File: config.mk
export PLATFORM = sky130hd
export DESIGN_NAME = rounded_rect_alpha_blend_unit
export DESIGN_NICKNAME = d
export VERILOG_FILES = /design/src/rtl/core/rrab_pkg.sv /design/src/rtl/core/rounded_rect_alpha_blend_unit.sv /design/src/rtl/core/rrab_cover.sv /design/src/rtl/core/rrab_blend.sv
export SDC_FILE = /design/constraint.sdc
export NUM_CORES = 2
export LEC_CHECK = 0
export BUFFER_PORTS_ARGS = -buffer_cell sky130_fd_sc_hd__buf_2
export CORE_MARGIN = 5
export CORE_UTILIZATION = 40
export DETAILED_ROUTE_END_ITERATION = 10
export PLACE_DENSITY = 0.55
export SETUP_SLACK_MARGIN = 0.4
export SYNTH_ARGS = -nofsm -noshare
export SYNTH_HDL_FRONTEND = slang
export SYNTH_HIERARCHICAL = 1
export SYNTH_SLANG_ARGS = --single-unit
File: constraint.sdc
create_clock -name clk -period 39.4 [get_ports clk]
set_input_delay 0 -clock clk [delete_from_list [all_inputs] [get_ports clk]]
set_output_delay 0 -clock clk [all_outputs]
set_load 0.02 [all_outputs]
File: src/rtl/core/rrab_pkg.sv
`timescale 1ns / 1ps

package rrab_pkg;

  localparam int FRAME_WIDTH  = 2048;
  localparam int FRAME_HEIGHT = 2048;

  localparam int COORD_W    = 11;
  localparam int POS_W      = 12;
  localparam int SIZE_W     = 12;
  localparam int RAD_W      = 11;
  localparam int CHAN_W     = 8;
  localparam int COLOR_W    = 24;
  localparam int ALPHA_W    = 9;
  localparam int CFG_IDX_W  = 3;
  localparam int CFG_DATA_W = 24;
  localparam int GEO_W      = 15;
  localparam int FRAME_CMP_W = 13;

  localparam logic [ALPHA_W-1:0] ALPHA_ONE = 9'd256;

  typedef enum logic [CFG_IDX_W-1:0] {
    REG_RECT_LEFT     = 3'd0,
    REG_RECT_TOP      = 3'd1,
    REG_RECT_WIDTH    = 3'd2,
    REG_RECT_HEIGHT   = 3'd3,
    REG_CORNER_RADIUS = 3'd4,
    REG_FILL_COLOR    = 3'd5,
    REG_BLEND_ALPHA   = 3'd6
  } cfg_reg_t;

  typedef struct packed {
    logic [POS_W-1:0]  left;
    logic [POS_W-1:0]  top;
    logic [SIZE_W-1:0] width;
    logic [SIZE_W-1:0] height;
    logic [RAD_W-1:0]  radius;
  } rrab_geom_t;

endpackage

File: src/rtl/core/rounded_rect_alpha_blend_unit.sv
`timescale 1ns / 1ps
// Rounded rectangle alpha fill, one pixel item per clock while out_ready does not stall the output.
// Pipeline: input register, then result register; out_valid rises once the accepted item moves on.
// Throughput: 1 item per cycle unless stalled; ready follows the result register's ready.
// Reset (synchronous, active low): pipeline emptied, geometry and fill color cleared,
// blend alpha set to 256 (opaque).

module rounded_rect_alpha_blend_unit #(
  parameter int FRAME_WIDTH  = rrab_pkg::FRAME_WIDTH,
  parameter int FRAME_HEIGHT = rrab_pkg::FRAME_HEIGHT
) (
  input  logic                               clk,
  input  logic                               rst_n,

  input  logic                               cfg_wr_en,
  input  logic [rrab_pkg::CFG_IDX_W-1:0]     cfg_index,
  input  logic [rrab_pkg::CFG_DATA_W-1:0]    cfg_wdata,

  input  logic                               in_valid,
  output logic                               in_ready,
  input  logic [rrab_pkg::COORD_W-1:0]       in_pixel_col,
  input  logic [rrab_pkg::COORD_W-1:0]       in_pixel_row,
  input  logic [rrab_pkg::CHAN_W-1:0]        in_dest_red,
  input  logic [rrab_pkg::CHAN_W-1:0]        in_dest_green,
  input  logic [rrab_pkg::CHAN_W-1:0]        in_dest_blue,

  output logic                               out_valid,
  input  logic                               out_ready,
  output logic [rrab_pkg::CHAN_W-1:0]        out_red,
  output logic [rrab_pkg::CHAN_W-1:0]        out_green,
  output logic [rrab_pkg::CHAN_W-1:0]        out_blue,
  output logic                               out_covered
);

  localparam int CW = rrab_pkg::CHAN_W;
  localparam int AW = rrab_pkg::ALPHA_W;

  rrab_pkg::rrab_geom_t              geom_r;
  logic [rrab_pkg::COLOR_W-1:0]      fill_color_r;
  logic [AW-1:0]                     blend_alpha_r;
  logic [AW-1:0]                     alpha_eff;

  logic                              s1_valid_r;
  logic [rrab_pkg::COORD_W-1:0]      col_r, row_r;
  logic [CW-1:0]                     dr_r, dg_r, db_r;

  logic                              out_valid_r;
  logic [CW-1:0]                     red_r, green_r, blue_r;
  logic                              covered_r;

  logic                              cov;
  logic [CW-1:0]                     mix_r, mix_g, mix_b;
  logic                              out_adv;
  logic                              s1_adv;

  // config registers
  always_ff @(posedge clk) begin
    if (!rst_n) begin
      geom_r        <= '0;
      fill_color_r  <= '0;
      blend_alpha_r <= rrab_pkg::ALPHA_ONE;
    end else if (cfg_wr_en) begin
      unique case (cfg_index)
        rrab_pkg::REG_RECT_LEFT:     geom_r.left   <= cfg_wdata[rrab_pkg::POS_W-1:0];
        rrab_pkg::REG_RECT_TOP:      geom_r.top    <= cfg_wdata[rrab_pkg::POS_W-1:0];
        rrab_pkg::REG_RECT_WIDTH:    geom_r.width  <= cfg_wdata[rrab_pkg::SIZE_W-1:0];
        rrab_pkg::REG_RECT_HEIGHT:   geom_r.height <= cfg_wdata[rrab_pkg::SIZE_W-1:0];
        rrab_pkg::REG_CORNER_RADIUS: geom_r.radius <= cfg_wdata[rrab_pkg::RAD_W-1:0];
        rrab_pkg::REG_FILL_COLOR:    fill_color_r  <= cfg_wdata[rrab_pkg::COLOR_W-1:0];
        rrab_pkg::REG_BLEND_ALPHA:   blend_alpha_r <= cfg_wdata[AW-1:0];
        default: ;
      endcase
    end
  end

  assign alpha_eff = (blend_alpha_r > rrab_pkg::ALPHA_ONE) ? rrab_pkg::ALPHA_ONE
                                                           : blend_alpha_r;

  // handshake
  assign out_adv  = !out_valid_r || out_ready;
  assign s1_adv   = s1_valid_r && out_adv;
  assign in_ready = !s1_valid_r || out_adv;

  always_ff @(posedge clk) begin
    if (!rst_n) begin
      s1_valid_r  <= 1'b0;
      out_valid_r <= 1'b0;
    end else begin
      if (in_ready) begin
        s1_valid_r <= in_valid;
      end
      if (out_adv) begin
        out_valid_r <= s1_valid_r;
      end
    end
  end

  always_ff @(posedge clk) begin
    if (in_valid && in_ready) begin
      col_r <= in_pixel_col;
      row_r <= in_pixel_row;
      dr_r  <= in_dest_red;
      dg_r  <= in_dest_green;
      db_r  <= in_dest_blue;
    end
    if (s1_adv) begin
      red_r     <= mix_r;
      green_r   <= mix_g;
      blue_r    <= mix_b;
      covered_r <= cov;
    end
  end

  rrab_cover #(
    .FRAME_WIDTH  (FRAME_WIDTH),
    .FRAME_HEIGHT (FRAME_HEIGHT)
  ) u_cover (
    .geom    (geom_r),
    .col     (col_r),
    .row     (row_r),
    .covered (cov)
  );

  rrab_blend u_blend_r (
    .fill   (fill_color_r[3*CW-1:2*CW]),
    .dest   (dr_r),
    .alpha  (alpha_eff),
    .en     (cov),
    .result (mix_r)
  );

  rrab_blend u_blend_g (
    .fill   (fill_color_r[2*CW-1:CW]),
    .dest   (dg_r),
    .alpha  (alpha_eff),
    .en     (cov),
    .result (mix_g)
  );

  rrab_blend u_blend_b (
    .fill   (fill_color_r[CW-1:0]),
    .dest   (db_r),
    .alpha  (alpha_eff),
    .en     (cov),
    .result (mix_b)
  );

  assign out_valid   = out_valid_r;
  assign out_red     = red_r;
  assign out_green   = green_r;
  assign out_blue    = blue_r;
  assign out_covered = covered_r;

endmodule

File: src/rtl/core/rrab_cover.sv
`timescale 1ns / 1ps

module rrab_cover #(
  parameter int FRAME_WIDTH  = rrab_pkg::FRAME_WIDTH,
  parameter int FRAME_HEIGHT = rrab_pkg::FRAME_HEIGHT
) (
  input  rrab_pkg::rrab_geom_t             geom,
  input  logic [rrab_pkg::COORD_W-1:0]     col,
  input  logic [rrab_pkg::COORD_W-1:0]     row,
  output logic                             covered
);

  localparam int GW = rrab_pkg::GEO_W;
  localparam int RW = rrab_pkg::RAD_W;
  localparam int FW = rrab_pkg::FRAME_CMP_W;
  localparam logic [FW-1:0] FRAME_W_LIM = FW'(FRAME_WIDTH);
  localparam logic [FW-1:0] FRAME_H_LIM = FW'(FRAME_HEIGHT);

  logic [RW-1:0]        half_w;
  logic [RW-1:0]        half_h;
  logic [RW-1:0]        r;
  logic signed [GW-1:0] col_s, row_s, x_s, y_s, w_s, h_s, r_s;
  logic signed [GW-1:0] x_end, y_end, x_lc, x_rc, y_tc, y_bc;
  logic signed [GW-1:0] cx, cy, dx, dy, dx_m, dy_m;
  logic [RW-1:0]        dx_abs, dy_abs;
  logic [2*RW-1:0]      dx_sq, dy_sq, r_sq;
  logic [2*RW:0]        d_sq;
  logic                 in_frame, in_rect, top, bot, lft, rgt, corner;

  always_comb begin
    half_w = geom.width[rrab_pkg::SIZE_W-1:1];
    half_h = geom.height[rrab_pkg::SIZE_W-1:1];
    r = geom.radius;
    if (r > half_w) begin
      r = half_w;
    end
    if (r > half_h) begin
      r = half_h;
    end

    col_s = GW'(col);
    row_s = GW'(row);
    x_s   = {{(GW-rrab_pkg::POS_W){geom.left[rrab_pkg::POS_W-1]}}, geom.left};
    y_s   = {{(GW-rrab_pkg::POS_W){geom.top[rrab_pkg::POS_W-1]}}, geom.top};
    w_s   = GW'(geom.width);
    h_s   = GW'(geom.height);
    r_s   = GW'(r);

    x_end = x_s + w_s;
    y_end = y_s + h_s;
    x_lc  = x_s + r_s;
    x_rc  = x_end - r_s;
    y_tc  = y_s + r_s;
    y_bc  = y_end - r_s;

    in_frame = (FW'(col) < FRAME_W_LIM) && (FW'(row) < FRAME_H_LIM);
    in_rect  = (col_s >= x_s) && (col_s < x_end) && (row_s >= y_s) && (row_s < y_end);

    top = row_s < y_tc;
    bot = row_s >= y_bc;
    lft = col_s < x_lc;
    rgt = col_s >= x_rc;
    corner = (top || bot) && (lft || rgt);

    cx = lft ? x_lc : x_rc;
    cy = top ? y_tc : y_bc;
    dx = col_s - cx;
    dy = row_s - cy;
    dx_m = dx[GW-1] ? -dx : dx;
    dy_m = dy[GW-1] ? -dy : dy;
    dx_abs = dx_m[RW-1:0];
    dy_abs = dy_m[RW-1:0];

    dx_sq = (2*RW)'(dx_abs) * (2*RW)'(dx_abs);
    dy_sq = (2*RW)'(dy_abs) * (2*RW)'(dy_abs);
    r_sq  = (2*RW)'(r) * (2*RW)'(r);
    d_sq  = (2*RW+1)'(dx_sq) + (2*RW+1)'(dy_sq);

    covered = in_frame && in_rect && (!corner || (d_sq <= (2*RW+1)'(r_sq)));
  end

endmodule

File: src/rtl/core/rrab_blend.sv
`timescale 1ns / 1ps

module rrab_blend (
  input  logic [rrab_pkg::CHAN_W-1:0]  fill,
  input  logic [rrab_pkg::CHAN_W-1:0]  dest,
  input  logic [rrab_pkg::ALPHA_W-1:0] alpha,
  input  logic                         en,
  output logic [rrab_pkg::CHAN_W-1:0]  result
);

  localparam int CW = rrab_pkg::CHAN_W;
  localparam int PW = CW + rrab_pkg::ALPHA_W;

  logic [rrab_pkg::ALPHA_W-1:0] inv_alpha;
  logic [PW-1:0]                sum;

  always_comb begin
    inv_alpha = rrab_pkg::ALPHA_ONE - alpha;
    sum = PW'(fill) * PW'(alpha) + PW'(dest) * PW'(inv_alpha);
    result = en ? sum[2*CW-1:CW] : dest;
  end

endmodule
Word level (Yosys, flattened, before mapping):

Index checks and enable logic that the tools add are counted.
Widths: inputs -> output; s select.

* register bits after elaboration: 165
* logic and storage cells: 93

* multiplexer cells: 10
* $add $sub $neg: 15
* multiply operators: 9
* equal/unequal tests: 6
* reduce and logical (&&, ||, !) cells: 23
* $lt $le $gt $ge: 12

Operators by type and width (number)
* $mul 8x9->16: 6
* $mul 11x11->22: 3
* $lt 12x15->1: 4
* $add 16x16->16: 3
* $mux 11: 4
* $ge 12x15->1: 2
* $mux 15: 2
* $sub 12x15->15: 2
* $sub 15x12->15: 2
* $add 12x13->14: 2
* $add 12x12->13: 2
* $ge 12x12->1: 2
* $mux 8: 3
* $add 22x22->23: 1
* $le 23x22->1: 1
* $gt 11x11->1: 2
* $neg 11->11: 2
* $reduce_and 2->1: 7
* $eq 3x3->1 const B: 3
* $gt 9x9->1 const B: 1
* $mux 9: 1
* $sub 9x9->9 const A: 1
* $logic_and 1x1->1: 7
* $eq 3x2->1 const B: 2
* 4 further kinds: 10

Depth between registers and ports, before layout:

* depth in word-level cells: 16
* depth in mapped cells: 87

By module:

The synthesis kept the hierarchy.

By module, submodules not included
* rrab_cover: instances 1, area each 18103.6 µm², cells each 2187
* rrab_blend (u_blend_g ...): instances 2, area each 4779.6 µm², cells each 541
* rounded_rect_alpha_blend_unit: instances 1, area each 5655.4 µm², cells each 420
* rrab_blend (u_blend_b): instances 1, area each 4748.3 µm², cells each 539

Worst setup path before layout:

No wires, ideal clock.

* path kind: reg-to-reg
* start: register geom_r[25] (netlist bit)
* end: register blue_r[0] (netlist: out_blue[0]) (data pin)
* setup time: 260 ps
* setup slack: 21487 ps
* path buffers: 4
* data arrival time: 17653 ps
* cell stages (with the launch flop): 85
* cells stage by stage: dfxtp_1 > inv_1 > ha_1 > nor2b_1 > o21a_1 > o21a_1 > o21a_1 > o21bai_1 > a31o_2 > nor2_1 > mux2_2 > ha_1 > nor2b_1 > o21a_1 > o21a_1 > o211ai_1 > a21boi_0 > o31ai_1 > (+49 left out) > or4_1 > o21ai_0 > o21a_1 > a211oi_1 > nor2_1 > xnor2_1 > ha_1 > a21o_1 > a21o_1 > a21oi_1 > nor2b_1 > o21ai_0 > o211ai_1 > a21oi_1 > o21ai_0 > a21oi_1 > buf_1 > mux2_2

* cells in the longest elaborated chain, start to end: 16

Ends and longest elaborated chain
* start: declaration: line rounded_rect_alpha_blend_unit.sv:38 `rrab_pkg::rrab_geom_t geom_r;`
* $gt 11x11->1: line rrab_cover.sv:34 `if (r > half_w) begin`
* $mux 11: line rrab_cover.sv:34
* $gt 11x11->1: line rrab_cover.sv:37 `if (r > half_h) begin`
* $mux 11: line rrab_cover.sv:37
* $add 12x12->13 (on tied branches): line rrab_cover.sv:51, rrab_cover.sv:53
* $lt 12x15->1 (on tied branches): line rrab_cover.sv:61, rrab_cover.sv:59
* $mux 15 (on tied branches): line rrab_cover.sv:65, rrab_cover.sv:66
* $sub 12x15->15 (on tied branches): line rrab_cover.sv:67, rrab_cover.sv:68
* (+2 left out)
* $mul 11x11->22 (on tied branches): line rrab_cover.sv:74, rrab_cover.sv:75
* $add 22x22->23: line rrab_cover.sv:77 `d_sq = (2*RW+1)'(dx_sq) + (2*RW+1)'(dy_sq);`
* $le 23x22->1: line rrab_cover.sv:79 `covered = in_frame && in_rect && (!corner || (d_sq <= (2*RW+1)'(r_sq)));`
* $logic_or 1x1->1: line rrab_cover.sv:79
* $logic_and 1x1->1 *: line rrab_cover.sv:79
* via cov: line rounded_rect_alpha_blend_unit.sv:51 `logic cov;`
* $mux 8 *: line rrab_blend.sv:20 `result = en ? sum[2*CW-1:CW] : dest;`
* via mix_b[0]: line rounded_rect_alpha_blend_unit.sv:52 `logic [CW-1:0] mix_r, mix_g, mix_b;`
* end signal: assignment: line rounded_rect_alpha_blend_unit.sv:109 `blue_r <= mix_b;`
* end: declaration: line rounded_rect_alpha_blend_unit.sv:48 `logic [CW-1:0] red_r, green_r, blue_r;`

Mark *: on every way through the listed nets, which the timed path passes. The rest lies on a longest branch.
A chain may end at the register's enable or synchronous reset.

Worst setup path after layout:

* start: register geom_r[25] (netlist bit)
* end: register green_r[0] (netlist: out_green[0]) (data pin)

* cells in the longest elaborated chain, start to end: 16

Ends and longest elaborated chain
* $gt 11x11->1: line rrab_cover.sv:34
* $mux 11: line rrab_cover.sv:34
* $gt 11x11->1: line rrab_cover.sv:37
* $mux 11: line rrab_cover.sv:37
* $add 12x12->13 (on tied branches): line rrab_cover.sv:51, rrab_cover.sv:53
* $lt 12x15->1 (on tied branches): line rrab_cover.sv:61, rrab_cover.sv:59
* $mux 15 (on tied branches): line rrab_cover.sv:65, rrab_cover.sv:66
* $sub 12x15->15 (on tied branches): line rrab_cover.sv:67, rrab_cover.sv:68
* (+2 left out)
* $mul 11x11->22 (on tied branches): line rrab_cover.sv:74, rrab_cover.sv:75
* $add 22x22->23: line rrab_cover.sv:77
* $le 23x22->1: line rrab_cover.sv:79
* $logic_or 1x1->1: line rrab_cover.sv:79
* $logic_and 1x1->1 *: line rrab_cover.sv:79
* via cov: line rounded_rect_alpha_blend_unit.sv:51
* $mux 8 *: line rrab_blend.sv:20
* via mix_g[0]: line rounded_rect_alpha_blend_unit.sv:52
* end signal: assignment: line rounded_rect_alpha_blend_unit.sv:108 `green_r <= mix_g;`
* end: declaration: line rounded_rect_alpha_blend_unit.sv:48

Marks and branches as above.

==> out/results.txt <==
The tools report the DRC violations left as 0. After global routing the overflow that remains totals 0. The number of sinks handled by clock tree synthesis was 165; the number of unique standard cell types used by synthesis was 92.

The via density per instance is 5.01. The root buffer cell chosen for the clock tree is clkbuf_16. The fraction of registers with async set or reset after synthesis was 0; the initial cell density of the core was 0.402. The average wire length per cell after detail routing is 17.3 um. Across the run, the number of max-cap violations was 0. In this run the count of I/O pins placed on the die edge is 105.

The die area was 101000 um^2. The congestion estimate from routability-driven global placement came to 0.867. Clock-pin slew was measured on the worst setup and hold paths at 0.08 ns.

The final period demand of the worst path is 20.10 ns, and the share of the clock period used by the worst path after layout is 0.510. The via count of the first global-routing pass is 29900, and the clock buffer count from CTS is 17. In this run the worst path has a maximum fanout of 33.

The first global-routing pass estimated 161000 um of wire. Timing would allow up to 0.0498 GHz. The reg-to-reg critical path endpoint was out_green[0]. The tools report the fill cell instance count of the final layout as 9378. The run gives 20.35 ns as the endpoint arrival time on the critical path. The total setup buffers inserted after CTS came out at 0.

The flow ran to the end, and the final reports show no timing, DRC or antenna violations. The largest individual stage delay along the critical path comes from the cell nor2_1. Among all flip-flop cells after synthesis, the most frequent one is dfxtp_1.

The worst setup path is of the reg -> reg kind. The H-tree depth was 4. Counting cells, the worst reg-to-reg path comes to 84.

The most common cell after layout, fill and taps aside is inv_1. The logs give 0 for the total count of max-transition violations in the final report and 1421 for the number of violations reported at the end of detailed-routing iteration 0. For the pin with the worst max-slew slack, the measured transition is 1.06 ns. From left edge to right edge, the die measures 318 um.

The tools report the critical path endpoint category as a flip-flop. The floorplan step set the die height to 318 um. The count of synthesis-stage warnings from yosys was 6; the fraction of layout cells with a size suffix above 1 was 0.0790. The leading area contributor after synthesis was fa_1. In this run the tool buffered the top-level ports with 104 buffer cells. The startpoint identified for the worst register-to-register timing path is geom_r[25]. The area of the core region was 94700 um^2; the worst clock skew was 0.0222 ns. Mean post-synth cell area: 9.00 um^2. The area overhead of the layout relative to synthesis is 8.87%, and the maximum number of buffers from clock root to sink is 2. The run gives 0.51 ns as the insertion delay to the later sink of the worst-skew pair.

In the post-synthesis netlist, the biggest area contributors are fa_1, ha_1, inv_1. The run gives 1 as the initial antenna violation count. The cell count of the worst hold path is 3.

The total negative slack for setup checks is 0 ns, and the number of enable-type register cells in the synthesized netlist is 71. TritonCTS built the clock tree. After the last flow step, the layout net total stands at 5532. The pin count of the biggest net entering global routing came out at 69.

The min-delay analysis places its worst path in the category in -> reg. The logs give 97700 um for the total detailed-routing wirelength and 39.65 ns for the endpoint required time on the critical path. The total of endpoints with negative setup slack in the final report is 0, and the final antenna-violating net count is 0.

On the worst path, the slowest cell contributes a delay of 0.77 ns. The worst hold path begins at cfg_wdata[10]. The share of Yosys cell area claimed by the top area cell type works out to 0.293. Synthesis handed over a netlist of 4228 instances.

After synthesis the cells add up to 38100 um^2. Number of rows in the core area: 113. The critical path startpoint category is a flip-flop. The run gives 0.290 as the worst relative slew slack. Setup repair after global routing left no endpoint under its margin. The logs give 0.105 for the post-synthesis sequential area ratio and 5408 for the net count of the mapped netlist.

The total track usage came out at 0.197. The iteration count of the initial detailed-routing pass came out at 5. The worst hold path terminates at geom_r[21]. The HPWL after detailed placement was 80500 um; the count of vias placed by the detailed router was 28200.

The number of hold-slack violations in the final timing report is 0, and the slack of the worst reg-to-reg path is 19.30 ns. In the layout the commonest cells are inv_1, fa_1, ha_1. For the post-CTS resize count, the log shows 0.

Flip-flop and latch count after synthesis: 165.
## sequential cells by signal (all words and copies together) (netlist names)
register and cells:
col_r 11, out_green 8, blend_alpha_r 9, out_covered 1
geom_r 59, out_valid 1, db_r 8, fill_color_r 24
dg_r 8, out_red 8, out_blue 8, dr_r 8
row_r 11, s1_valid_r 1
## cell families after synthesis
| logic type | count (synthesis) | synth area share |
|---|---|---|
| flip-flops | 165 | 0.105 |
| AND/OR/NAND/NOR | 1194 | 0.156 |
| AO/OA/AOI/OAI | 467 | 0.0826 |
| multiplexers | 156 | 0.0428 |
| XOR/XNOR | 189 | 0.0449 |
| adder cells (fa/ha/maj) | 1102 | 0.472 |
| buffers and inverters | 955 | 0.0959 |
## worst max-delay path by stage
stage | start | to | slack, ns
final | geom_r[25] | out_green[0] | 19.30
after global routing | geom_r[25] | out_green[0] | 17.74
after CTS | geom_r[25] | out_green[0] | 19.38
after global placement | geom_r[25] | out_green[0] | 19.78
after detailed placement | geom_r[25] | out_green[2] | 19.42
after floorplan | geom_r[25] | out_blue[0] | 21.49
## critical path, delay by kind of cell, from the launching register on
family	cells	cell delay (ns)
xor gates and xnor gates	1	0.13
AOI/OAI and AO/OA	36	5.76
DFF	1	0.38
and+or+nand+nor	16	4.05
buffers and inverters	11	1.55
muxes	4	1.64
adders and majority gates	16	6.25
## per-stage QoR
step	util	instances	area (um^2)	hold slack, ns	setup slack, ns
3_5_place_dp	0.423	5518	40000	0.178	19.42
3_3_place_gp	0.423	5518	40000	0.177	19.78
2_1_floorplan	-	4228	38100	0.0989	21.49
6_report	0.437	5631	41400	0.0610	19.30
5_1_grt	0.437	5630	41400	0.0427	17.74
4_1_cts	0.437	5630	41400	0.0136	19.38
## repair_timing
| item | in CTS | in global routing |
|---|---|---|
| endpoints found under the hold margin | 84 | 0 |
| setup endpoints to repair | 0 | 0 |
| hold buffers | 80 | 0 |
## per-layer routing
metal  track usage  wire length, um  part of all wire  vias to the layer above
li1              -                -                 -                    13700
met1         0.276            46500              0.48                    13900
met2         0.330            45900              0.47                      490
met3        0.0209             3430             0.035                       98
met4        0.0432             1800             0.018                        0
met5             0                0                 0                        -
## synth_stat cells, drive strengths merged, types with 55 or more instances
library cell and instances:
and2 246, a21oi 114, clkbuf 79, dfxtp 94
mux2 55, xor2 66, a21o 59, mux2i 101
inv 834, fa 557, nand2 401, nor2 224
o21ai 91, xnor2 123, ha 545, edfxtp 71
## final cells by class
class	instances	area, um^2	area share
multi-input cells	3108	30500	0.736
well taps	1265	1580	0.0382
inverters	839	3150	0.0760
clock buffers	17	425	0.0103
flip-flops and latches	165	4020	0.0969
repair buffers	221	1600	0.0386
diodes	1	2.50	0.0000604
clock inverters	15	183	0.00441
Power is left out: the tool's default activity adds up to more than one toggle a clock period on the data nets, which glitch-free logic cannot reach.
